==> src/hdl/mrd_pkg.sv <==
// ----------------------------------------------------------------------------
// mrd_pkg
// types, constants and the byte-wide crc-16 step of the response decoder
// ----------------------------------------------------------------------------
package mrd_pkg;

  localparam logic [15:0] CrcInit        = 16'hFFFF;
  localparam logic [15:0] CrcPoly        = 16'hA001;
  localparam logic [7:0]  SlaveAddrReset = 8'h01;

  localparam logic [2:0] PosAddr   = 3'd0;
  localparam logic [2:0] PosFunc   = 3'd1;
  localparam logic [2:0] PosCount  = 3'd2;
  localparam logic [2:0] PosValHi  = 3'd3;
  localparam logic [2:0] PosValLo  = 3'd4;
  localparam logic [2:0] PosCrcLo  = 3'd5;
  localparam logic [2:0] PosCrcHi  = 3'd6;
  localparam logic [2:0] PosIdle   = 3'd7;

  typedef struct packed {
    logic [7:0] rx_byte;
    logic       frame_start;
  } mrd_item_t;

  typedef struct packed {
    logic [15:0] reading;
    logic        crc_ok;
  } mrd_result_t;

  // reflected crc-16, one byte, lsb first
  function automatic logic [15:0] crc_byte(input logic [15:0] acc, input logic [7:0] b);
    logic [15:0] c;
    c = acc ^ {8'h00, b};
    for (int k = 0; k < 8; k++) begin
      if (c[0]) begin
        c = (c >> 1) ^ CrcPoly;
      end else begin
        c = c >> 1;
      end
    end
    return c;
  endfunction

endpackage

==> src/hdl/mrd_in_if.sv <==
// ----------------------------------------------------------------------------
// mrd_in_if
// received byte channel with frame start marker
// ----------------------------------------------------------------------------
interface mrd_in_if;
  logic       valid;
  logic       ready;
  logic [7:0] rx_byte;
  logic       frame_start;

  modport source (output valid, output rx_byte, output frame_start, input ready);
  modport sink   (input valid, input rx_byte, input frame_start, output ready);
endinterface

==> src/hdl/mrd_out_if.sv <==
// ----------------------------------------------------------------------------
// mrd_out_if
// decoded reading channel
// ----------------------------------------------------------------------------
interface mrd_out_if;
  logic        valid;
  logic        ready;
  logic [15:0] reading;
  logic        crc_ok;

  modport source (output valid, output reading, output crc_ok, input ready);
  modport sink   (input valid, input reading, input crc_ok, output ready);
endinterface

==> src/hdl/mrd_cfg_if.sv <==
// ----------------------------------------------------------------------------
// mrd_cfg_if
// slave address write channel
// ----------------------------------------------------------------------------
interface mrd_cfg_if;
  logic       valid;
  logic       ready;
  logic [7:0] slave_address;

  modport source (output valid, output slave_address, input ready);
  modport sink   (input valid, input slave_address, output ready);
endinterface

==> src/hdl/modbus_response_decode_top.sv <==
// ----------------------------------------------------------------------------
// modbus_response_decode_top
// checks 7-byte modbus rtu read responses and returns the value
// ----------------------------------------------------------------------------
// rx_i takes one frame byte per beat with frame_start marking the address
// byte; a start in mid-frame drops the frame under way. the crc-16 over the
// first five bytes is compared with the received crc. after the seventh byte
// one beat leaves on res_o if the frame address equals the slave address:
// the value, or zero on a crc mismatch, with crc_ok. other frames and bytes
// after a complete frame give nothing.
// cfg_i writes the slave address (reset 0x01); it is always ready.
// a byte goes through an input register and one pass of the byte-wide crc
// into the result register; a frame's result leaves from there on res_o.
// one byte per cycle is sustained while res_o does not stall.
// reset clears the frame state; the first byte after reset counts as an
// address byte. when res_o stalls, the held result waits and rx_i still
// takes one more byte into the input register before it stops.
// ----------------------------------------------------------------------------
module modbus_response_decode_top
  import mrd_pkg::*;
(
  input  logic       clk_i,
  input  logic       rst_ni,
  mrd_in_if.sink     rx_i,
  mrd_cfg_if.sink    cfg_i,
  mrd_out_if.source  res_o
);

  logic        s1_valid;
  mrd_item_t   s1_item;
  logic        advance;
  logic        can_load;
  logic        res_fire;
  mrd_result_t res;
  logic [7:0]  slave_addr_q;

  assign cfg_i.ready = 1'b1;

  always_ff @(posedge clk_i or negedge rst_ni) begin
    if (!rst_ni) begin
      slave_addr_q <= SlaveAddrReset;
    end else if (cfg_i.valid) begin
      slave_addr_q <= cfg_i.slave_address;
    end
  end

  assign advance = s1_valid && can_load;

  mrd_in_stage u_in (
    .clk_i     (clk_i),
    .rst_ni    (rst_ni),
    .rx_i      (rx_i),
    .advance_i (advance),
    .valid_o   (s1_valid),
    .item_o    (s1_item)
  );

  mrd_frame u_frame (
    .clk_i           (clk_i),
    .rst_ni          (rst_ni),
    .advance_i       (advance),
    .item_i          (s1_item),
    .slave_address_i (slave_addr_q),
    .res_fire_o      (res_fire),
    .res_o           (res)
  );

  mrd_out_stage u_out (
    .clk_i      (clk_i),
    .rst_ni     (rst_ni),
    .load_i     (res_fire),
    .res_i      (res),
    .can_load_o (can_load),
    .res_o      (res_o)
  );

endmodule

==> src/hdl/mrd_in_stage.sv <==
// ----------------------------------------------------------------------------
// mrd_in_stage
// input register for received bytes
// ----------------------------------------------------------------------------
module mrd_in_stage
  import mrd_pkg::*;
(
  input  logic      clk_i,
  input  logic      rst_ni,
  mrd_in_if.sink    rx_i,
  input  logic      advance_i,
  output logic      valid_o,
  output mrd_item_t item_o
);

  logic      valid_q, valid_d;
  mrd_item_t item_q;

  assign rx_i.ready = !valid_q || advance_i;
  assign valid_d    = (rx_i.valid && rx_i.ready) || (valid_q && !advance_i);

  always_ff @(posedge clk_i or negedge rst_ni) begin
    if (!rst_ni) begin
      valid_q <= 1'b0;
    end else begin
      valid_q <= valid_d;
    end
  end

  always_ff @(posedge clk_i) begin
    if (rx_i.valid && rx_i.ready) begin
      item_q <= '{rx_byte: rx_i.rx_byte, frame_start: rx_i.frame_start};
    end
  end

  assign valid_o = valid_q;
  assign item_o  = item_q;

endmodule

==> src/hdl/mrd_frame.sv <==
// ----------------------------------------------------------------------------
// mrd_frame
// frame position tracking, crc accumulation and result decision
// ----------------------------------------------------------------------------
module mrd_frame
  import mrd_pkg::*;
(
  input  logic        clk_i,
  input  logic        rst_ni,
  input  logic        advance_i,
  input  mrd_item_t   item_i,
  input  logic [7:0]  slave_address_i,
  output logic        res_fire_o,
  output mrd_result_t res_o
);

  logic [2:0]  pos_q, pos_d, pos;
  logic [15:0] crc_q, crc_d;
  logic [7:0]  addr_q, addr_d;
  logic [15:0] value_q, value_d;
  logic [7:0]  crc_lo_q, crc_lo_d;
  logic        ok;

  assign pos = item_i.frame_start ? PosAddr : pos_q;
  assign ok  = ({item_i.rx_byte, crc_lo_q} == crc_q);

  always_comb begin
    pos_d      = pos_q;
    crc_d      = crc_q;
    addr_d     = addr_q;
    value_d    = value_q;
    crc_lo_d   = crc_lo_q;
    res_fire_o = 1'b0;
    res_o      = '{reading: ok ? value_q : 16'h0000, crc_ok: ok};
    unique case (pos)
      PosAddr: begin
        crc_d  = crc_byte(CrcInit, item_i.rx_byte);
        addr_d = item_i.rx_byte;
        pos_d  = PosFunc;
      end
      PosFunc, PosCount: begin
        crc_d = crc_byte(crc_q, item_i.rx_byte);
        pos_d = pos + 3'd1;
      end
      PosValHi: begin
        crc_d   = crc_byte(crc_q, item_i.rx_byte);
        value_d = {item_i.rx_byte, 8'h00};
        pos_d   = PosValLo;
      end
      PosValLo: begin
        crc_d   = crc_byte(crc_q, item_i.rx_byte);
        value_d = {value_q[15:8], item_i.rx_byte};
        pos_d   = PosCrcLo;
      end
      PosCrcLo: begin
        crc_lo_d = item_i.rx_byte;
        pos_d    = PosCrcHi;
      end
      PosCrcHi: begin
        pos_d      = PosIdle;
        res_fire_o = advance_i && (addr_q == slave_address_i);
      end
      default: begin
      end
    endcase
  end

  always_ff @(posedge clk_i or negedge rst_ni) begin
    if (!rst_ni) begin
      pos_q    <= PosAddr;
      crc_q    <= CrcInit;
      addr_q   <= 8'h00;
      value_q  <= 16'h0000;
      crc_lo_q <= 8'h00;
    end else if (advance_i) begin
      pos_q    <= pos_d;
      crc_q    <= crc_d;
      addr_q   <= addr_d;
      value_q  <= value_d;
      crc_lo_q <= crc_lo_d;
    end
  end

endmodule

==> src/hdl/mrd_out_stage.sv <==
// ----------------------------------------------------------------------------
// mrd_out_stage
// result register toward the reading channel
// ----------------------------------------------------------------------------
module mrd_out_stage
  import mrd_pkg::*;
(
  input  logic        clk_i,
  input  logic        rst_ni,
  input  logic        load_i,
  input  mrd_result_t res_i,
  output logic        can_load_o,
  mrd_out_if.source   res_o
);

  logic        valid_q, valid_d;
  mrd_result_t res_q;

  assign can_load_o = !valid_q || res_o.ready;
  assign valid_d    = load_i || (valid_q && !res_o.ready);

  always_ff @(posedge clk_i or negedge rst_ni) begin
    if (!rst_ni) begin
      valid_q <= 1'b0;
    end else begin
      valid_q <= valid_d;
    end
  end

  always_ff @(posedge clk_i) begin
    if (load_i) begin
      res_q <= res_i;
    end
  end

  assign res_o.valid   = valid_q;
  assign res_o.reading = res_q.reading;
  assign res_o.crc_ok  = res_q.crc_ok;

endmodule

==> src/flat_wrapper.sv <==
// flat-port wrapper written by rule: the top's interface ports become plain ports
module modbus_response_decode_top_flat import mrd_pkg::*;
  (clk_i, rst_ni, rx_i_valid, rx_i_rx_byte, rx_i_frame_start, rx_i_ready, cfg_i_valid, cfg_i_slave_address, cfg_i_ready, res_o_valid, res_o_reading, res_o_crc_ok, res_o_ready);
  mrd_in_if rx_i_i ();
  mrd_cfg_if cfg_i_i ();
  mrd_out_if res_o_i ();
  input  logic clk_i;
  input  logic rst_ni;
  input wire logic [$bits(rx_i_i.valid)-1:0] rx_i_valid;
  input wire logic [$bits(rx_i_i.rx_byte)-1:0] rx_i_rx_byte;
  input wire logic [$bits(rx_i_i.frame_start)-1:0] rx_i_frame_start;
  output wire logic [$bits(rx_i_i.ready)-1:0] rx_i_ready;
  input wire logic [$bits(cfg_i_i.valid)-1:0] cfg_i_valid;
  input wire logic [$bits(cfg_i_i.slave_address)-1:0] cfg_i_slave_address;
  output wire logic [$bits(cfg_i_i.ready)-1:0] cfg_i_ready;
  output wire logic [$bits(res_o_i.valid)-1:0] res_o_valid;
  output wire logic [$bits(res_o_i.reading)-1:0] res_o_reading;
  output wire logic [$bits(res_o_i.crc_ok)-1:0] res_o_crc_ok;
  input wire logic [$bits(res_o_i.ready)-1:0] res_o_ready;
  assign rx_i_i.valid = rx_i_valid;
  assign rx_i_i.rx_byte = rx_i_rx_byte;
  assign rx_i_i.frame_start = rx_i_frame_start;
  assign rx_i_ready = rx_i_i.ready;
  assign cfg_i_i.valid = cfg_i_valid;
  assign cfg_i_i.slave_address = cfg_i_slave_address;
  assign cfg_i_ready = cfg_i_i.ready;
  assign res_o_valid = res_o_i.valid;
  assign res_o_reading = res_o_i.reading;
  assign res_o_crc_ok = res_o_i.crc_ok;
  assign res_o_i.ready = res_o_ready;
  modbus_response_decode_top u_core (.clk_i(clk_i), .rst_ni(rst_ni), .rx_i(rx_i_i), .cfg_i(cfg_i_i), .res_o(res_o_i));
endmodule
==> config.mk <==
export PLATFORM = sky130hd
export DESIGN_NAME = modbus_response_decode_top_flat
export DESIGN_NICKNAME = d
export VERILOG_FILES = /design/src/hdl/mrd_pkg.sv /design/src/hdl/mrd_in_if.sv /design/src/hdl/mrd_out_if.sv /design/src/hdl/mrd_cfg_if.sv /design/src/hdl/modbus_response_decode_top.sv /design/src/hdl/mrd_in_stage.sv /design/src/hdl/mrd_frame.sv /design/src/hdl/mrd_out_stage.sv /design/src/flat_wrapper.sv
export SDC_FILE = /design/constraint.sdc
export NUM_CORES = 1
export LEC_CHECK = 0
export BUFFER_PORTS_ARGS = -buffer_cell sky130_fd_sc_hd__buf_2
export CAP_MARGIN = 5
export CORE_MARGIN = 2
export CORE_UTILIZATION = 46
export CTS_CLUSTER_SIZE = 40
export DETAILED_ROUTE_END_ITERATION = 8
export GPL_TIMING_DRIVEN = 0
export PLACE_DENSITY = 0.66
export SLEW_MARGIN = 20
export SYNTH_ARGS = -nofsm -noshare
export SYNTH_HDL_FRONTEND = slang
export SYNTH_SLANG_ARGS = --single-unit
==> constraint.sdc <==
create_clock -name clk_i -period 5.5 [get_ports clk_i]
set_input_delay 1.65 -clock clk_i [delete_from_list [all_inputs] [get_ports clk_i]]
set_output_delay 1.65 -clock clk_i [all_outputs]
set_load 0.02 [all_outputs]
==> flow_metrics.py <==
metrics = {
    "run": {
        "max_cap_viol_count": 0,
    },
    "timing": {
        "max_slew_margin": 0.330,
        "max_freq_ghz": 0.267,
        "setup_viol": 0,
        "fin_crit_ps": 3740,
        "min_period_over_period": 0.680,
        "hold_viol": 0,
        "final.setup.tns_ps": 0,
        "fin_ws_ps": 1760,
        "grt_setup_unrepaired": "false",
        "worst_pin_slew_ps": 996,
        "drv_slew": 0,
        "finClkSkew_ps": 14.8,
    },
    "setup_path": {
        "reg2regPathDepth": 8,
        "cp-end-kind": "output pin",
        "worstPathArrival_ps": 2090,
        "reg2reg_slack_ps": 2560,
        "worst-path-max-fanout": 3,
        "r2r_start": "u_core.u_in.item_o[0]",
        "worstPathRequired_ps": 3850,
        "worst_r2r_endpoint": "u_core.u_frame.crc_q[15]",
        "path_class": "input pin to output pin",
        "cp-start-kind": "input pin",
    },
    "clock_network": {
        "hold_buffers": 0,
        "tritoncts": "yes",
        "insertion_delay_ps": 360,
        "root_buffer": "clkbuf_8",
        "cts_sinks": 87,
        "cts_made_buffers": 9,
        "clkSlewWorstSetupHoldPaths_ps": 90,
        "postCtsSetupBuffers": 0,
        "htree_levels": 3,
        "cts.repair.resized": 0,
        "clk_path_buf_depth": 2,
    },
    "yosys": {
        "yosysSeqAreaShare": 0.562,
        "async_flop_share": 0.701,
        "synth_edf_count": 26,
        "synth-main-ff-cell": "dfrtp_1",
        "post-synth-top-area-fraction": 0.266,
        "synthCells": 309,
        "yosys-top-cells-area": "dfrtp_1, edfxtp_1, mux2_2",
        "avgSynthCellArea_um2": 13.4,
        "synth_nets": 336,
        "syn_area_um2": 4140,
        "synth_area_leader_cell": "dfrtp_1",
        "ys_types": 40,
        "synth-seq-cells": 87,
        "yosys_warnings": 0,
    },
    "cells_and_area": {
        "n_antenna_cell": 0,
        "nets": 386,
        "area_growth_pct": 13.4,
        "final_layout_size_suffix_gt1_frac": 0.354,
        "final_core_util": 0.538,
        "fill_cells": 717,
        "final_cells": 472,
        "layout_common_cells": "buf_2, dfrtp_1, mux2_2",
    },
    "hold_path": {
        "hold_depth": 1,
        "min_from": "u_core.u_frame.value_q[14]",
        "min_to": "u_core.u_frame.value_q[14]",
        "hold_path_class": "register to register",
    },
    "global_routing": {
        "antenna_found_initial": 0,
        "grt_max_degree": 62,
        "grt_pass1_vias": 2552,
        "grt_pass1_wl_mm": 13.0,
        "grt_usage": 0.171,
        "grt_overflow_total": 0,
    },
    "routing": {
        "ant_nets": 0,
        "vias_per_cell": 5.14,
        "dr.pass1.iters": 4,
        "vias": 2426,
        "drc_errors": 0,
        "drt-total-wl_mm": 7.70,
        "wl_per_cell_um": 16.3,
        "drt-initial-drc-count": 94,
    },
    "power_and_ir_drop": {
        "power_frac_clock": 0.199,
        "swShare": 0.329,
        "p_int_mw": 1.64,
        "vdd_drop_max_mv": 0.324,
        "p_leak_nw": 1.93,
        "power_density_nw_per_um2": 520,
        "seq_power_share": 0.420,
        "combPwrFrac": 0.381,
        "total_power_mw": 2.44,
        "switchingPower_mw": 0.803,
    },
    "die": {
        "fp.dieH_um": 98.9,
        "die-area_um2": 9780,
        "coreArea_um2": 8720,
        "fp.dieW_um": 98.9,
        "row_count": 34,
        "start_util": 0.475,
        "ios": 42,
    },
    "placement": {
        "place.port_buffers": 39,
        "gp_congestion": 0.782,
        "place_ws_ps": 1760,
        "dp.final_hpwl_mm": 5.32,
        "place_inst": 456,
    },
    "run_status": {
        "status": "complete, no violations",
    },
}
through the flow:
stage	area [um^2]	hold WS (ps)
6_report	4700	506
5_1_grt	4700	522
3_3_place_gp	4470	480
2_1_floorplan	4140	459
4_1_cts	4700	508
3_5_place_dp	4470	486
flip-flops by register name, summed over array words and instances, names as in the netlist:
signal,flops
u_core.u_frame.crc_q,16
u_core.u_frame.pos_q,3
u_core.u_out.res_o.crc_ok,1
u_core.u_frame.crc_lo_q,8
u_core.u_frame.value_q,16
u_core.u_out.res_o.reading,16
u_core.u_frame.addr_q,8
u_core.u_in.valid_o,1
u_core.slave_addr_q,8
u_core.u_out.res_o.valid,1
u_core.u_in.item_o,9
cell usage after synthesis (6+ instances only):
| library cell | instances |
|---|---|
| and2_1 | 18 |
| nand2_1 | 8 |
| mux2_2 | 41 |
| xnor2_1 | 27 |
| nor2_1 | 6 |
| a21oi_1 | 6 |
| dfstp_2 | 17 |
| xor2_1 | 25 |
| edfxtp_1 | 26 |
| buf_2 | 6 |
| clkbuf_1 | 10 |
| a22o_1 | 9 |
| o21ai_0 | 12 |
| dfrtp_1 | 44 |
power groups by stage:
stage               clock network (mW)  registers [mW]  logic, mW
floorplan                            0            1.00      0.787
global placement                     0            1.03      0.914
detailed placement                   0            1.04      0.937
CTS                              0.497            1.03      0.940
global route                     0.532            1.05       1.03
finish                           0.487            1.02      0.930
how the worst max path moves through the flow:
stage	start	end	slack [ps]
after floorplan	res_o_ready	rx_i_ready	1920
after global placement	res_o_ready	rx_i_ready	1760
after detailed placement	res_o_ready	rx_i_ready	1760
after CTS	res_o_ready	rx_i_ready	1760
after global routing	res_o_ready	rx_i_ready	1720
final	res_o_ready	rx_i_ready	1760
critical path, cell delays in order:
cell	delay (ps)
buf_2	100
nand3b_1	170
buf_2	170
cell families (layout without fill, tap and decap cells):
family | after synthesis | after routing | share of synthesized area
adders and majority gates | 5 | 5 | 0.0151
xor gates and xnor gates | 58 | 58 | 0.144
and+or+nand+nor | 52 | 52 | 0.0692
AOI/OAI and AO/OA | 38 | 38 | 0.0634
other | 1 | 1 | 0.000905
muxes | 42 | 42 | 0.114
buffers and inverters | 26 | 81 | 0.0311
DFF | 87 | 87 | 0.562
layout make-up:
| cell class | instances | area [um^2] | area share |
|---|---|---|---|
| clock inverters | 7 | 97.6 | 0.0208 |
| multi-input cells | 196 | 1680 | 0.359 |
| repair buffers | 39 | 198 | 0.0421 |
| flip-flops and latches | 87 | 2330 | 0.496 |
| well taps | 108 | 135 | 0.0288 |
| clock buffers | 9 | 124 | 0.0264 |
| inverters | 5 | 18.8 | 0.00400 |
| plain buffers | 21 | 110 | 0.0234 |
metal layers:
metal  up-vias  track usage  share of wire
met5         -            0              0
met4         0       0.0443          0.011
met3         7       0.0383          0.029
met2        41        0.269           0.47
met1      1205        0.241           0.49
li1       1173            -              -
Power figures use the tool's default switching activity.
